$ cat src/rtl/vnorm_pkg.sv
package vnorm_pkg;

	localparam int CompW    = 16;
	localparam int FracOutW = 14;
	localparam int SumW     = 32;
	localparam int RootW    = 16;
	localparam int QuotW    = FracOutW + 1;
	localparam int SqrtStages = RootW;
	localparam int DivStages  = QuotW;
	localparam int PipeDepth  = 2 + SqrtStages + DivStages;

	typedef struct packed {
		logic [CompW-1:0] mag;
		logic             neg;
	} vnorm_lane_t;

endpackage

$ cat src/rtl/vnorm_div.sv
module vnorm_div
	import vnorm_pkg::*;
	(
	input  logic                    clk,
	input  logic                    en,
	input  vnorm_lane_t             lane,
	input  logic [RootW-1:0]        len,
	output logic signed [CompW-1:0] unit
);

	logic [RootW:0]   rem_s [DivStages];
	logic [QuotW-1:0] quo_s [DivStages];
	logic [RootW-1:0] len_s [DivStages];
	logic             neg_s [DivStages];

	for (genvar i = 0; i < DivStages; i++) begin : g_stage
		logic [RootW:0]   rem_p;
		logic [QuotW-1:0] quo_p;
		logic [RootW-1:0] len_p;
		logic             neg_p;
		logic             ge;
		logic [RootW:0]   diff;

		if (i == 0) begin : g_first
			assign rem_p = {1'b0, lane.mag};
			assign quo_p = '0;
			assign len_p = len;
			assign neg_p = lane.neg;
		end else begin : g_next
			assign rem_p = rem_s[i-1];
			assign quo_p = quo_s[i-1];
			assign len_p = len_s[i-1];
			assign neg_p = neg_s[i-1];
		end

		always_comb begin
			ge   = (rem_p >= {1'b0, len_p});
			diff = ge ? rem_p - {1'b0, len_p} : rem_p;
		end

		always_ff @(posedge clk) begin
			if (en) begin
				rem_s[i] <= {diff[RootW-1:0], 1'b0};
				quo_s[i] <= {quo_p[QuotW-2:0], ge};
				len_s[i] <= len_p;
				neg_s[i] <= neg_p;
			end
		end
	end

	logic [CompW-1:0] q_ext;
	assign q_ext = {{(CompW-QuotW){1'b0}}, quo_s[DivStages-1]};
	assign unit  = neg_s[DivStages-1] ? signed'(-q_ext) : signed'(q_ext);

endmodule

$ cat config.mk
export PLATFORM = sky130hd
export DESIGN_NAME = vnorm_div
export DESIGN_NICKNAME = d
export VERILOG_FILES = /design/src/rtl/vnorm_pkg.sv /design/src/rtl/vnorm_div.sv
export SDC_FILE = /design/constraint.sdc
export NUM_CORES = 1
export LEC_CHECK = 0
export ABC_CLOCK_PERIOD_IN_PS = 3000
export BUFFER_PORTS_ARGS = -buffer_cell sky130_fd_sc_hd__clkbuf_2
export CAP_MARGIN = 20
export CORE_MARGIN = 3
export CORE_UTILIZATION = 30
export CTS_BUF_LIST = sky130_fd_sc_hd__clkbuf_4
export DETAILED_ROUTE_END_ITERATION = 8
export PLACE_DENSITY = 0.48
export SLEW_MARGIN = 20
export SYNTH_ARGS = -nofsm -noshare
export SYNTH_HDL_FRONTEND = slang
export SYNTH_SLANG_ARGS = --single-unit
$ cat constraint.sdc
create_clock -name clk -period 3 [get_ports clk]
set_input_delay 0.3 -clock clk [delete_from_list [all_inputs] [get_ports clk]]
set_output_delay 0.3 -clock clk [all_outputs]
set_load 0.005 [all_outputs]
# Word level (Yosys, flattened, before mapping)
# Memory sizes are Yosys's and may differ from the RTL's.
# Index checks and enable logic that the tools add are counted.
dict set report word_totals {
  mem_bits_rw 720
  register_bits 0
  output_inout_bits 16
  wordCells 53
  inputBits 35
  memories 4
}
dict set report classes {
  order_cmp 15
  muxes 18
  add_sub_neg 16
}
# name words word_bits read_ports rd_clocked_by_memory_dff wr line_no
set mem_list {}
lappend mem_list {len_s 15 16 14 0 15 vnorm_div.sv:13} ;# logic [RootW-1:0] len_s [DivStages];
lappend mem_list {rem_s 15 16 14 0 15 vnorm_div.sv:11} ;# logic [RootW:0] rem_s [DivStages];
lappend mem_list {quo_s 15 15 15 0 15 vnorm_div.sv:12} ;# logic [QuotW-1:0] quo_s [DivStages];
lappend mem_list {neg_s 15 1 15 0 15 vnorm_div.sv:14} ;# logic neg_s [DivStages];
# operator n
set op_table {}
lappend op_table {{$mux W16} 16}
lappend op_table {{$sub A16 B16 Y16} 15}
lappend op_table {{$ge A17 B16 Y1} 14}
lappend op_table {{$ge A16 B16 Y1} 1}
lappend op_table {{$neg A15 Y16} 1}
lappend op_table {{$mux W1} 2}

# Longest topological paths before layout
# An unclocked memory read counts as a cell.
dict set report logic_depth {
  word_depth 3
  ltp_mapped 12
  mapped_depth_nobuf 11
}

# Least setup slack after synthesis
# OpenSTA, ideal clock, no wires.
dict set report synth_path {
  path_type {flip-flop to flip-flop}
  from {mem rem_s[1][5] (netlist name)}
  to {mem rem_s[1][25] (netlist name), data pin}
  path_buffers 1
  setup_ns 0.260
  arrival_ns 2.460
  required_time_ns 2.740
  path_stages_with_launch 10
  period_less_slack_ns 2.720
  setup_slack_ns 0.280
  cell_sequence {edfxtp_1 > ha_1 > a21o_1 > a21oi_2 > nor2b_2 > o31ai_4 > a41oi_2 > o41ai_4 > buf_6 > mux2_4}
}
# element line_no
set synth_lines {}
lappend synth_lines {{from (decl)} vnorm_div.sv:11}

==> summary.txt <==
Status
  • Status: finished with violations
  • Failing checks: negative setup slack

Routing
  • Via density: 4.795
  • Via count: 21660
  • Iteration-0 DRC Markers: 1300
  • Antenna Nets Post-Route: 0
  • Total Wirelength: 74.24 mm
  • Residual DRC: 0
  • Drt wl/cell: 16.44 um
  • 1st-pass router iterations: 7

Global routing
  • Maximum number of pins on one net before global-route repair: 75
  • Gr usage total: 0.1336
  • First-pass GRT wire length: 117.6 mm
  • Initial antenna violation count: 2
  • Vias in the first global route: 21770
  • Overflow after GRT: 0

Yosys
  • Cells after Synth: 2706
  • Area leader, netlist: edfxtp_1
  • Top_reg_cell synth: edfxtp_1
  • Sequential share of the synthesized area: 0.5482
  • Synth cell types: 80
  • #FFs+latches synth: 583
  • Post-synth EDFFs: 583
  • Post-synth top area share: 0.5482
  • Mapped Avg Cell Area: 11.80 sq um
  • Ys async rst share: 0
  • YS warnings: 0
  • Synth top area cells: edfxtp_1 (55%), ha_1 (9.4%), inv_1 (3.7%)
  • Net count after synthesis: 2995
  • Netlist Area Pre-Place: 0.03194 sq mm

Floorplanning
  • Effective utilization at floorplan: 0.3029
  • I/O Pins: 51
  • Die height: 332.3 um
  • Row count: 119
  • Die area: 0.1104 sq mm
  • Die Width: 332.3 um
  • Core Region: 0.1054 sq mm

Finish
  • Layout cell share with drive strength beyond 1: 0.1629
  • NumNets Final: 3296
  • Area Overhead vs Synth: 16.75%
  • Final std cells w/o fill: 4517

Clock network
  • Reg clk slew, reported paths: 60 ps
  • Max Buffers Root-to-Sink: 3
  • CTS tree: built
  • Total CTS buffers: 163
  • CTS sink cnt: 583
  • Root Buffer: clkbuf_4
  • Clk_lat worst skew: 990 ps
  • CTS H-Tree Depth: 4

Power
  • Clock Power Share: 0.198
  • Combinational power share: 0.443
  • Net Sw Frac: 0.3661
  • VDD IR max: 0.0003116 V
  • Seq pwr share: 0.359
  • Net load switching power: 13550 uW
  • PD cells: 992.7 mW/mm^2
  • Leak Pwr: 0.01538 uW
  • Pint: 23460 uW
  • Total chip power: 37010 uW

Setup path
  • Crit path max fanout: 2
  • Worst Path Arrival: 2840 ps
  • CP Capture Type: output port
  • Crit path required time: 2700 ps
  • Worst setup SP type: flip-flop
  • Crit Path Category: flip-flop to output port

Timing
  • Final Slew Violations: 0
  • Unrepaired setup endpoints after global routing: yes
  • Final min period: 3142 ps
  • Maximum clock rate: 318.3 MHz
  • Slew margin rel.: 0.5530
  • Slew at the pin closest to its max-slew limit: 670.5 ps
  • Clock Skew: 73.01 ps
  • Final Hold Fails: 0
  • Endpoints failing setup: 5
  • Final critical-path setup slack: -141.5 ps
  • Final Cycle Share: 1.047

Placement
  • Post-DP HPWL: 54.90 mm
  • PortBufs: 50
  • Dpl cells: 4169
  • Final Wtd Congestion: 0.8881

Job
  • MaxCap Viol Count: 0

Hold path
  • Hold Crit Class: primary input to flip-flop
[kinds of logic (layout without fill, tap and decap cells)]
group / Yosys count / after routing / share of synthesized area
XOR/XNOR: 161 / 161 / 0.04415
multiplexers: 93 / 93 / 0.03295
flip-flops: 583 / 583 / 0.5482
AO/OA/AOI/OAI: 680 / 680 / 0.1395
adder cells (fa/ha/maj): 254 / 254 / 0.1028
other: 0 / 1 / 0
buffers and inverters: 348 / 767 / 0.04298
AND/OR/NAND/NOR: 587 / 587 / 0.08945
[timing repair]
action                                  4_1_cts  5_1_grt
pin swaps                                     5       17
endpoints found under the setup margin        9       74
hold buffers                                 53        0
hold endpoints to repair                    211        0
setup buffers                                 5        6
gates resized for setup                       9       41
[path summary, 6_finish.rpt]
kind	startpoint	endpoint	slack (ps)	cells past startpoint
worst max register to register	rem_s[1][64]	rem_s[1][92]	130	10
worst min-delay path	lane[16]	rem_s[0][15]	240	3
worst max-delay path	quo_s[1][93]	unit[13]	-140	7
worst min register to register	quo_s[0][62]	quo_s[0][78]	370	0
[metal layers]
| metal | vias to the layer above | GRT usage | share of wire |
|---|---|---|---|
| met4 | 0 | 0.05338 | 0.027 |
| li1 | 10650 | - | - |
| met1 | 10360 | 0.1704 | 0.45 |
| met3 | 146 | 0.02941 | 0.048 |
| met2 | 502 | 0.2201 | 0.48 |
| met5 | - | 0 | 0 |
[layout make-up]
class	instances	area, sq um
Tap cell	1391	1740
Multi-Input combinational cell	1775	13230
Sequential cell	583	17510
Timing Repair Buffer	173	1544
Inverter	311	1167
Clock buffer	243	1824
Antenna cell	1	2.502
Clock inverter	40	264.0
Fill cell	10530	68130
[through the flow]
| step | area (sq um) | utilization | hold WS, ps | setup slack [ps] | TNS [ps] |
|---|---|---|---|---|---|
| 2_1_floorplan | 31940 | - | 398.9 | 280.1 | 0 |
| 3_3_place_gp | 34400 | 0.3264 | 400.8 | 43.40 | 0 |
| 3_5_place_dp | 34400 | 0.3264 | 404.5 | -25.93 | -96.39 |
| 4_1_cts | 37110 | 0.3520 | 79.44 | -425.4 | -2115 |
| 5_1_grt | 37280 | 0.3537 | 130.1 | -395.5 | -2391 |
| 6_report | 37280 | 0.3537 | 242.0 | -141.5 | -340.4 |
[critical path, stage by stage (launching register included)]
cell      delay (ps)
edfxtp_1         390
nor3_1           220
nand3_1          140
or3_4            350
or2_4            260
o41ai_4          250
xnor2_2          160
buf_2            150
[sequential cells by signal, indices dropped and copies added (netlist names)]
name and count:
rem_s 224, quo_s 120, neg_s 15, len_s 224
[power groups by stage]
stage / Sequential [uW] / Combinational, uW / Clock (uW)
2_1_floorplan: 12800 / 12100 / 0
3_3_place_gp: 13500 / 15900 / 0
5_1_grt: 13500 / 18300 / 8210
6_report: 13300 / 16400 / 7310
3_5_place_dp: 13500 / 16100 / 0
4_1_cts: 13400 / 16300 / 7720
[synthesized netlist by cell type, types with 11 or more instances]
library cell / count
a211oi_1: 23
a21boi_0: 13
a21o_1: 96
a21oi_1: 138
a31oi_1: 24
and2_1: 14
and3_1: 26
buf_2: 17
clkbuf_1: 12
edfxtp_1: 583
fa_1: 14
ha_1: 240
inv_1: 311
mux2_2: 70
mux2i_1: 14
nand2_1: 180
nand2b_1: 47
nand3_1: 22
nand4_1: 20
nor2_1: 138
nor2b_1: 47
nor3_1: 36
o211ai_1: 11
o21a_1: 29
o21ai_0: 188
o21bai_1: 13
o31a_1: 11
o31ai_1: 34
or3_1: 17
xnor2_1: 91
xor2_1: 70
[cell usage in the layout (no fill, tap or decap), types with 49 or more instances in the layout]
cell type,instances
nor2_1,136
xor2_1,70
a21oi_1,135
dlygate4sd3_1,53
buf_4,49
nand2_1,180
ha_1,237
xnor2_1,90
clkbuf_4,243
inv_1,309
mux2_2,70
a21o_1,96
o21ai_0,182
edfxtp_1,583
(Power assumes the default switching activity.)
