<file path="src/rtl/vnorm_pkg.sv">
package vnorm_pkg;

	localparam int CompW    = 16;
	localparam int FracOutW = 14;
	localparam int SumW     = 32;
	localparam int RootW    = 16;
	localparam int QuotW    = FracOutW + 1;
	localparam int SqrtStages = RootW;
	localparam int DivStages  = QuotW;
	localparam int PipeDepth  = 2 + SqrtStages + DivStages;

	typedef struct packed {
		logic [CompW-1:0] mag;
		logic             neg;
	} vnorm_lane_t;

endpackage

</file>
<file path="src/rtl/vnorm_sqrt.sv">
module vnorm_sqrt
	import vnorm_pkg::*;
	(
	input  logic             clk,
	input  logic             en,
	input  logic [SumW-1:0]  n,
	output logic [RootW-1:0] root
);

	logic [RootW+1:0] rem_s  [SqrtStages];
	logic [RootW-1:0] root_s [SqrtStages];
	logic [SumW-1:0]  n_s    [SqrtStages];

	for (genvar i = 0; i < SqrtStages; i++) begin : g_stage
		logic [RootW+1:0] rem_p;
		logic [RootW-1:0] root_p;
		logic [SumW-1:0]  n_p;
		logic [RootW+3:0] cur;
		logic [RootW+3:0] trial;
		logic             ge;

		if (i == 0) begin : g_first
			assign rem_p  = '0;
			assign root_p = '0;
			assign n_p    = n;
		end else begin : g_next
			assign rem_p  = rem_s[i-1];
			assign root_p = root_s[i-1];
			assign n_p    = n_s[i-1];
		end

		always_comb begin
			cur   = {rem_p, n_p[SumW-1 -: 2]};
			trial = {2'b00, root_p, 2'b01};
			ge    = (cur >= trial);
		end

		always_ff @(posedge clk) begin
			if (en) begin
				rem_s[i]  <= ge ? (RootW+2)'(cur - trial) : cur[RootW+1:0];
				root_s[i] <= {root_p[RootW-2:0], ge};
				n_s[i]    <= {n_p[SumW-3:0], 2'b00};
			end
		end
	end

	assign root = root_s[SqrtStages-1];

endmodule

</file>
<file path="config.mk">
export PLATFORM = sky130hd
export DESIGN_NAME = vnorm_sqrt
export DESIGN_NICKNAME = d
export VERILOG_FILES = /design/src/rtl/vnorm_pkg.sv /design/src/rtl/vnorm_sqrt.sv
export SDC_FILE = /design/constraint.sdc
export NUM_CORES = 1
export LEC_CHECK = 0
export BUFFER_PORTS_ARGS = -buffer_cell sky130_fd_sc_hd__buf_2
export CAP_MARGIN = 20
export CORE_MARGIN = 2
export CORE_UTILIZATION = 40
export DETAILED_ROUTE_END_ITERATION = 16
export GPL_TIMING_DRIVEN = 0
export PLACE_DENSITY = 0.61
export SLEW_MARGIN = 20
export SYNTH_ARGS = -nofsm -noshare
export SYNTH_HDL_FRONTEND = slang
export SYNTH_SLANG_ARGS = --single-unit
</file>
<file path="constraint.sdc">
create_clock -name clk -period 5.4 [get_ports clk]
set_input_delay 0 -clock clk [delete_from_list [all_inputs] [get_ports clk]]
set_output_delay 0 -clock clk [all_outputs]
set_load 0.02 [all_outputs]
</file>
# ---- After elaboration in Yosys (flattened, before gate mapping)
# Memory sizes are Yosys's and may differ from the RTL's.
# Index checks and enable logic that the tools add are counted.
dict set report totals {
  register_bits 0
  ramBits 1024
  out_inout_bits 16
  n_memories 3
}
dict set report op_classes {
  addsub 16
  magnitude_cmp 16
  muxes 18
}
# name depth width read_ports rd_clocked_by_memory_dff wr line
set memory_table {}
lappend memory_table {n_s 16 30 15 0 16 vnorm_sqrt.sv:12} ;# logic [SumW-1:0] n_s [SqrtStages];
lappend memory_table {rem_s 16 18 15 0 16 vnorm_sqrt.sv:10} ;# logic [RootW+1:0] rem_s [SqrtStages];
lappend memory_table {root_s 16 16 16 0 16 vnorm_sqrt.sv:11} ;# logic [RootW-1:0] root_s [SqrtStages];
# cell count
set op_table {}
lappend op_table {{20-bit by 18-bit greater-or-equal comparator with 1-bit output} 15}
lappend op_table {{18-bit two-way mux} 16}
lappend op_table {{18-bit subtractor} 15}
lappend op_table {{2-bit by 1-bit subtractor with 3-bit output (second input constant)} 1}
lappend op_table {{2-bit by 1-bit greater-or-equal comparator with 1-bit output (second input constant)} 1}
lappend op_table {{1-bit two-way mux} 2}

# ---- Depth between registers and ports, before layout
# Gate-level depths: netlist of run 1.
# An unclocked memory read counts as a cell.
dict set report depth {
  ltp_word 3
  mapped_depth 11
}

# ---- Worst setup path before layout of run 1
# No wires, ideal clock.
dict set report synth_path {
  path_type {reg2reg}
  startpoint {memory rem_s[1][95] in the netlist's numbering}
  endpoint {memory rem_s[1][111] in the netlist's numbering (data pin)}
  setup_ns 0.262
  arrival_time_ns 2.405
  required_ns 5.138
  setup_slack_ns 2.732
  path_stages_with_launch 9
  synth_period_minus_slack_ns 2.668
  path_cell_list {edfxtp_1 -> ha_1 -> nand2_1 -> or4b_1 -> o21ai_2 -> o21ai_1 -> a2111o_1 -> buf_2 -> mux2_1}
}
# element line
set synth_rtl {}
lappend synth_rtl {{start: declaration} vnorm_sqrt.sv:10}

==> qor.csv, run 1 <==
stage,metric,value,unit
pwr,internal-power,0.00947,W
cells_and_area,final_util,46.1,%
pwr,p_clk_share,36.2,%
timing,fmax,296,MHz
synth,yosysWarnings,0,
pwr,swShare,24.7,%
pwr,p_sw,0.00311,W
setup_path,crit_fanout,10,
setup_path,crit_top_cell,clkbuf_1,
cells_and_area,area_delta_synth_final,14.5,%
global_route,grt_pass1_vias,16796,
clocking,cts_buffer_depth,3,
global_route,grt_pass1_wl,83000,um
global_route,grt_usage,13.7,%
setup_path,crit_chain,"ha_1, clkbuf_1, nand4_1, a211oi_1, or3_1, a22o_1, nor2_1, clkbuf_1, nand2_1, o21ai_0",
drt,dr.pass1.iters,5,
timing,fin_skew,25.0,ps
hold_path,hold_path.class,in2reg,
floorplan,fp.dieArea,0.0739,mm^2
pwr,p_per_area,383,mW/mm^2
drt,num_vias,16727,
timing,setup_viol,0,
placed_design,post-dp-hpwl,35700,um
setup_path,cp-startpoint,rem_s[1][58],
drt,drc_errors,0,
global_route,antenna_found_initial,0,
setup_path,end_kind,flop,
timing,min_period_over_period,62.6,%
synth,ys_seq_elements,626,
global_route,globalRoute.totalOverflow,0,
cells_and_area,fillers,6259,
pwr,comb_power_share,13.8,%
placed_design,place_congestion,0.880,
synth,synthesis.area,0.0287,mm^2
timing,rsz0062_at_grt,false,
cells_and_area,final_nets,2489,
clocking,ctsRootBufferMaster,clkbuf_16,
setup_path,criticalPathCategory,reg2reg,
floorplan,rows,98,
floorplan,pin_count,50,
timing,hold_viol,0,
clocking,cts_buffers,68,
cells_and_area,n_antenna_cell,0,
clocking,insertion_delay,610,ps
pwr,peakVddDrop,274,uV
setup_path,reg2reg_from,rem_s[1][58],
floorplan,start_util,40.3,%
floorplan,die_x,272,um
clocking,htreeDepth,3,
drt,routed_via_density,5.06,
synth,avgSynthCellArea,13.4,um^2
timing,relSlewSlack,42.8,%
hold_path,min_from,n[11],
pwr,power_frac_seq,50.0,%
synth,ys.flop_type,edfxtp_1,
synth,syn-num-nets,2330,
status,status,finished clean,
timing,fin_setup_tns,0,ps
clocking,postCtsSetupBuffers,0,
drt,drt_iter0_markers,1014,
timing,worst_pin_slew,844,ps
pwr,power_leakage,12.4,nW
floorplan,die_h,272,um
clocking,clkSlewWorstSetupHoldPaths,60,ps
placed_design,portBuffers,49,
timing,period_minus_slack,3380,ps
timing,drv_slew,0,
synth,synthCells,2143,
clocking,clock_sinks,626,
drt,totalWireLength,50100,um
global_route,grt_max_degree,109,
clocking,cts_tree,built,
synth,yosysUniqueCellTypes,81,
setup_path,arrival,3820,ps
synth,async_flop_share,0,%
setup_path,crit_family,simple AND/OR/NAND/NOR gates,
drt,wl_per_cell,15.2,um
setup_path,cp-start-kind,flop,
job,cap_violations,0,
cells_and_area,drive_above_1_share,8.49,%
setup_path,cp.buffers_inverters,2,
setup_path,critical-path-slowest-cell,nor2_1,
setup_path,crit_path_max_incr_delay,550,ps
setup_path,required,5840,ps
drt,ant_nets,0,
synth,ys_seq_area_share,65.5,%
floorplan,core,0.0712,mm^2
synth,synth_edf_count,626,
-- flip-flops by register name (all words and copies together) (netlist names) --
register / count
n_s: 240
rem_s: 250
root_s: 136
-- final cells by class --
type / instances / area (um^2) / area share, %
well taps: 950 / 1190 / 3.62
flip-flops and latches: 626 / 18800 / 57.2
multi-input cells: 1300 / 9080 / 27.6
inverters: 186 / 698 / 2.12
clock buffers: 90 / 1830 / 5.56
plain buffers: 31 / 126 / 0.384
clock inverters: 33 / 385 / 1.17
repair buffers: 89 / 761 / 2.31
-- cells by family (layout without fill, tap and decap cells) --
group                    count (synthesis)  in the layout  synth area share (%)
adder cells (fa/ha/maj)                153            153                  6.67
multiplexers                            35             35                  1.35
AO/OA/AOI/OAI                          398            398                  8.52
flip-flops                             626            626                  65.5
XOR/XNOR                               186            186                  5.68
AND/OR/NAND/NOR                        527            527                  9.42
buffers and inverters                  217            429                  2.87
other                                    1              1                0.0131
-- worst paths after layout --
kind / endpoint / slack (ps) / depth (start not counted)
max: rem_s[1][77] / 2020 / 10
max reg2reg: rem_s[1][77] / 2020 / 10
min reg2reg: n_s[0][117] / 410 / 0
min: n_s[0][11] / 100 / 2
-- synth_stat cells, types with 4 or more instances --
cell      count  share of area [%]
a21o_1       34               0.89
nor4_1       30               0.65
nand4b_1      4               0.12
o21ai_0      95                1.7
edfxtp_1    626                 65
nand3_1      30               0.52
buf_2         8               0.14
and2_1        5               0.11
and4_1        6               0.18
xnor2_1     106                3.2
o31ai_1      15               0.39
clkbuf_1     22               0.29
nand3b_1      8               0.21
a21oi_1     134                2.3
mux2_1        9               0.35
o21bai_1      5               0.13
nand4_1      19               0.41
inv_1       179                2.3
nand2b_1     34               0.74
nor2_1      135                1.8
o211ai_1     15               0.39
o21a_1       27               0.71
ha_1        153                6.7
nor2b_1      22               0.48
or3_1        32               0.70
nor3_1       43               0.75
inv_2         6              0.078
or4_1         9               0.24
or2_2         4              0.087
xor2_1       80                2.4
mux2i_1       5               0.17
a31oi_1       7               0.15
o21ai_1       5              0.087
nand2_1     122                1.6
a211oi_1     17               0.44
mux2_2       21               0.82
nor3b_1       4               0.10
-- per-layer routing --
layer / up-vias / share of wire (%) / global-route usage, %
met5: - / 0 / 0
met1: 8034 / 44 / 17.0
met3: 99 / 4.4 / 2.39
li1: 8258 / - / -
met2: 336 / 49 / 23.6
met4: 0 / 2.6 / 5.62
-- power groups by stage --
stage                     registers [W]  clock network, W  logic [W]
after floorplan                 0.00629                 0    0.00128
after global placement          0.00647                 0    0.00165
final                           0.00629           0.00456    0.00174
after CTS                       0.00629           0.00472    0.00174
after detailed placement        0.00639                 0    0.00171
after global routing            0.00634           0.00492    0.00196
-- metrics by stage --
step	setup WS (ps)	hold WS (ps)	cell area [um^2]	instances	power [W]
after floorplan	2730	98.9	28700	2143	0.00757
after global placement	-4850	176	30100	3142	0.00811
after detailed placement	2050	178	30300	3148	0.00810
after CTS	2030	54.1	32900	3305	0.0128
after global routing	1790	77.7	32900	3305	0.0132
final	2020	97.6	32900	3305	0.0126
-- cells in the final DEF (no fill, tap or decap), types with 42 or more instances in the layout --
| cell type | netlist | routed |
|---|---|---|
| edfxtp_1 | 626 | 626 |
| inv_1 | 179 | 179 |
| ha_1 | 153 | 153 |
| nor2_1 | 135 | 135 |
| a21oi_1 | 134 | 134 |
| nand2_1 | 122 | 122 |
| xnor2_1 | 106 | 106 |
| o21ai_0 | 95 | 95 |
| xor2_1 | 80 | 80 |
| clkbuf_16 | 0 | 70 |
| buf_2 | 8 | 56 |
| nor3_1 | 43 | 43 |
| clkbuf_1 | 22 | 42 |
-- timing repair --
| item | in CTS | in global routing |
|---|---|---|
| endpoints found under the hold margin | 120 | 0 |
| gates resized for setup | 0 | 0 |
| hold buffers | 34 | 0 |
Note: power is estimated with default switching activity, not from simulation.
==> run 2, diff against run 1 <==
- PLACE_DENSITY: 0.61 -> 0.63
- clock period: 5.4 -> 2.9 ns (I/O delays scaled with it)
==> run 2 against run 1 <==
Against the previous run: global-route usage rose by 0.19 points; routed wire length is 1.7% higher; clock power grew 85%; largest cell class unchanged; highest routed layer unchanged.
==> qor.csv, run 2 (synthesized netlist as in run 1, its figures left out) <==
stage,metric,value,unit
setup_path,crit_path_max_incr_delay,420,ps
placed_design,post-dp-hpwl,35700,um
placed_design,place_area,0.0303,mm^2
timing,setup_viol,0,
clocking,clock_sinks,626,
setup_path,regToRegEndpoint,rem_s[1][41],
hold_path,hold_path.class,in2reg,
clocking,ctsRootBufferMaster,clkbuf_16,
status,status,finished clean,
cells_and_area,fin_area,0.0332,mm^2
setup_path,r2r_cells,8,
clocking,clkSlewWorstSetupHoldPaths,60,ps
cells_and_area,area_delta_synth_final,15.6,%
clocking,cts_tree,built,
drt,wl_per_cell,15.4,um
drt,drt_iter0_markers,1031,
setup_path,arrival,3140,ps
setup_path,cp.buffers_inverters,1,
clocking,cts_buffer_depth,3,
global_route,grt_pass1_vias,17168,
placed_design,place_congestion,0.855,
cells_and_area,final_util,46.6,%
cells_and_area,final_common_cell,edfxtp_1,
cells_and_area,largest-register,rem_s,
setup_path,reg2reg_from,rem_s[1][21],
cells_and_area,drive_above_1_share,11.1,%
global_route,antenna_found_initial,0,
global_route,grt_pass1_wl,84300,um
setup_path,criticalPathCategory,reg2reg,
timing,worst_pin_slew,637,ps
timing,min_period_over_period,96.1,%
global_route,grt_max_degree,113,
timing,fin_skew,22.8,ps
setup_path,crit_chain,"ha_1, a211oi_1, nor2_1, nor3_2, o21ai_1, nor2_1, clkbuf_2, mux2_1",
clocking,cts_buffers,69,
setup_path,critical-path-slowest-cell,edfxtp_1,
hold_path,whs_endpoint,n_s[0][22],
cells_and_area,largest_reg_flops,250,
cells_and_area,layout_common_cells,"edfxtp_1, inv_1, ha_1",
hold_path,min_from,n[22],
hold_path,worstHoldPathCells,2,
pwr,peakVddDrop,526,uV
cells_and_area,top_regs,"rem_s (250), n_s (240), root_s (136)",
timing,fmax,359,MHz
clocking,insertion_delay,610,ps
drt,num_vias,16695,
floorplan,core,0.0712,mm^2
setup_path,cp-start-kind,flop,
floorplan,fp.dieArea,0.0739,mm^2
floorplan,pin_count,50,
drt,totalWireLength,50900,um
floorplan,rows,98,
setup_path,crit_fanout,10,
drt,routed_via_density,5.04,
drt,ant_nets,0,
cells_and_area,final_nets,2499,
cells_and_area,n_antenna_cell,0,
timing,drv_slew,0,
floorplan,die_h,272,um
placed_design,portBuffers,49,
pwr,power_leakage,12.6,nW
pwr,p_total,0.0235,W
drt,dr.pass1.iters,6,
global_route,grt_usage,13.8,%
global_route,globalRoute.totalOverflow,0,
floorplan,start_util,40.3,%
timing,period_minus_slack,2790,ps
setup_path,required,3250,ps
setup_path,end_kind,flop,
job,cap_violations,0,
timing,hold_viol,0,
drt,drc_errors,0,
clocking,htreeDepth,3,
floorplan,die_x,272,um
setup_path,r2r_setup_slack,110,ps
setup_path,crit_family,simple AND/OR/NAND/NOR gates,
setup_path,crit_top_cell,nor2_1,
timing,relSlewSlack,57.0,%
pwr,p_per_area,708,mW/mm^2
[run 2: cell count changes in the layout (fill, tap and decap cells not counted), sizes merged]
cell and change:
buf +14, bufinv -2, clkbuf -12, clkinv +2, clkinvlp +3, inv +2
[run 2: repair_timing]
| action | CTS | global route |
|---|---|---|
| resized for setup | 16 | 54 |
| setup buffers | 6 | 7 |
| pin swaps | 4 | 3 |
| setup endpoints to repair | 90 | 132 |
| hold buffers | 34 | 0 |
| hold endpoints to repair | 72 | 0 |
[run 2: area by class of cell]
class	instances	area [um^2]
sequential	626	18800
clock buffer	83	1820
buffer	27	143
tap	950	1190
fill	6196	38100
multi-input combinational	1300	9290
clock inverter	38	364
inverter	186	704
timing repair buffer	102	858
[run 2: worst max-delay path by stage]
stage	depth (start not counted)	start	to	slack [ps]
after floorplan	8	rem_s[1][95]	rem_s[1][111]	230
after global placement	1	en	rem_s[1][35]	-7320
after global routing	9	rem_s[1][58]	rem_s[1][82]	-20
after CTS	8	rem_s[1][90]	rem_s[1][125]	4
after detailed placement	10	rem_s[1][58]	rem_s[1][78]	-360
final	8	rem_s[1][21]	rem_s[1][41]	110
[run 2: metal layers]
metal | wire length [um] | GRT usage (%) | vias up | part of all wire, %
li1 | - | - | 8277 | -
met1 | 22000 | 16.9 | 7980 | 43
met2 | 25100 | 23.8 | 304 | 49
met3 | 1820 | 2.33 | 134 | 3.6
met4 | 2060 | 6.87 | 0 | 4.0
met5 | 0 | 0 | - | 0
[run 2: stage by stage]
step | instances | worst slack (ps) | setup TNS [ps] | hold slack (ps)
floorplan | 2143 | 232 | 0 | 98.9
global placement | 3142 | -7320 | -4550230 | 177
detailed placement | 3148 | -360 | -12540 | 178
CTS | 3309 | 3.95 | 0 | 50.4
global route | 3312 | -21.7 | -48.1 | 76.1
finish | 3312 | 112 | 0 | 97.3
[run 2: power breakdown]
part	leakage (nW)	total, W	internal (W)	switching (W)
clock	1.07	0.00844	0.00489	0.00355
combinational	5.51	0.00333	0.00149	0.00184
sequential	5.99	0.0117	0.0112	0.000552
==> run 3, diff against run 2 <==
- RECOVER_POWER: not set -> 100
==> run 3 against run 2 <==
Against the previous run: the run now ends with max-capacitance violations, max-slew violations left; power about the same; final area decreased by 0.35%; sequential share of layout area increased by 0.20 points; cell count unchanged; sequential cell count unchanged; critical path depth unchanged; die area unchanged; worst hold slack improved by 1.3 ps; highest routed layer unchanged.
==> qor.csv, run 3 (synthesized netlist as in run 1, its figures left out) <==
stage,metric,value,unit
setup_path,criticalPathCategory,reg2reg,
setup_path,cp.buffers_inverters,1,
setup_path,crit_chain,"ha_1, a211oi_1, nor2_1, nor3_2, o21ai_1, nor2_1, clkbuf_2, mux2_1",
floorplan,core,0.0712,mm^2
drt,num_vias,16731,
setup_path,crit_family,simple AND/OR/NAND/NOR gates,
job,cap_violations,1,
cells_and_area,n_antenna_cell,0,
setup_path,crit_path_max_incr_delay,420,ps
drt,ant_nets,0,
drt,dr.pass1.iters,5,
clocking,clock_sinks,626,
timing,relSlewSlack,-14.7,%
clocking,ctsRootBufferMaster,clkbuf_16,
drt,drc_errors,0,
setup_path,end_kind,flop,
drt,routed_via_density,5.05,
clocking,insertion_delay,610,ps
setup_path,arrival,3160,ps
setup_path,crit_fanout,10,
timing,period_minus_slack,2810,ps
floorplan,die_h,272,um
cells_and_area,largest-register,rem_s,
floorplan,die_x,272,um
clocking,htreeDepth,3,
status,status,"complete, but fails checks",
clocking,clkSlewWorstSetupHoldPaths,60,ps
global_route,grt_max_degree,113,
pwr,power_leakage,12.5,nW
global_route,grt_pass1_wl,84300,um
timing,fin_skew,22.1,ps
drt,drt_iter0_markers,1038,
placed_design,place_congestion,0.855,
floorplan,fp.dieArea,0.0739,mm^2
timing,finalWorstSetupSlack,89.1,ps
placed_design,portBuffers,49,
hold_path,hold_path.class,in2reg,
cells_and_area,layout_common_cells,"edfxtp_1, inv_1, ha_1",
cells_and_area,area_delta_synth_final,15.2,%
cells_and_area,fillers,6222,
clocking,cts_tree,built,
pwr,peakVddDrop,526,uV
timing,fmax,356,MHz
global_route,globalRoute.totalOverflow,0,
timing,hold_viol,0,
setup_path,required,3250,ps
global_route,antenna_found_initial,0,
global_route,grt_pass1_vias,17168,
timing,worst_pin_slew,1720,ps
floorplan,start_util,40.3,%
timing,min_period_over_period,96.9,%
global_route,grt_usage,13.8,%
cells_and_area,final_common_cell,edfxtp_1,
drt,wl_per_cell,15.4,um
drt,totalWireLength,51000,um
floorplan,pin_count,50,
setup_path,critical-path-slowest-cell,edfxtp_1,
cells_and_area,largest_reg_flops,250,
setup_path,crit_top_cell,nor2_1,
timing,drv_slew,68,
clocking,cts_buffer_depth,3,
placed_design,post-dp-hpwl,35700,um
clocking,cts_buffers,69,
cells_and_area,final_nets,2499,
placed_design,pre_cts_ws,-360,ps
pwr,p_per_area,710,mW/mm^2
timing,setup_viol,0,
floorplan,rows,98,
setup_path,cp-start-kind,flop,
status,violations,"max-capacitance violations, max-slew violations",
cells_and_area,drive_above_1_share,10.2,%
timing,timing.hold.ws,98.6,ps
cells_and_area,top_regs,"rem_s (250), n_s (240), root_s (136)",
-- run 3: final timing paths --
path	startpoint	to	slack, ps	cells after the start
setup / recovery	rem_s[1][21]	rem_s[1][41]	90	8
setup reg to reg	rem_s[1][21]	rem_s[1][41]	90	8
hold reg to reg	n_s[0][230]	n_s[1][22]	410	0
hold / removal	n[22]	n_s[0][22]	100	2
-- run 3: metal layers --
layer	vias to the layer above	global-route usage (%)	share of wire (%)
met1	8016	16.9	43
met2	314	23.8	49
met5	-	0	0
met4	0	6.87	4.0
met3	129	2.33	3.7
li1	8272	-	-
-- run 3: final cells by class --
cell class | count | area, um^2 | share of cell area (%)
Timing Repair Buffer | 102 | 749 | 2.27
Multi-Input combinational cell | 1300 | 9290 | 28.1
Buffer | 27 | 141 | 0.428
Sequential cell | 626 | 18800 | 56.9
Clock inverter | 38 | 364 | 1.10
Inverter | 186 | 704 | 2.13
Clock buffer | 83 | 1820 | 5.51
Tap cell | 950 | 1190 | 3.60
-- run 3: through the flow --
stage	area, um^2	cells	util [%]	setup TNS (ps)	total power [W]
finish	33100	3312	46.4	0	0.0235
global route	33100	3312	46.4	-46.5	0.0246
CTS	32900	3309	46.2	0	0.0237
detailed placement	30300	3148	42.6	-12540	0.0151
global placement	30100	3142	42.3	-4550230	0.0151
floorplan	28700	2143	-	0	0.0141
-- run 3: what timing repair did --
action | 4_1_cts | 5_1_grt
pin swaps | 4 | 3
setup endpoints to repair | 90 | 132
gates resized for setup | 16 | 54
hold buffers | 34 | 0
gates cloned | 0 | 0
hold endpoints to repair | 72 | 0
buffers inserted | 6 | 7
-- run 3: report_power, final --
| part | switching, W | internal (W) |
|---|---|---|
| registers | 0.000552 | 0.0112 |
| logic | 0.00184 | 0.00147 |
| clock network | 0.00355 | 0.00489 |
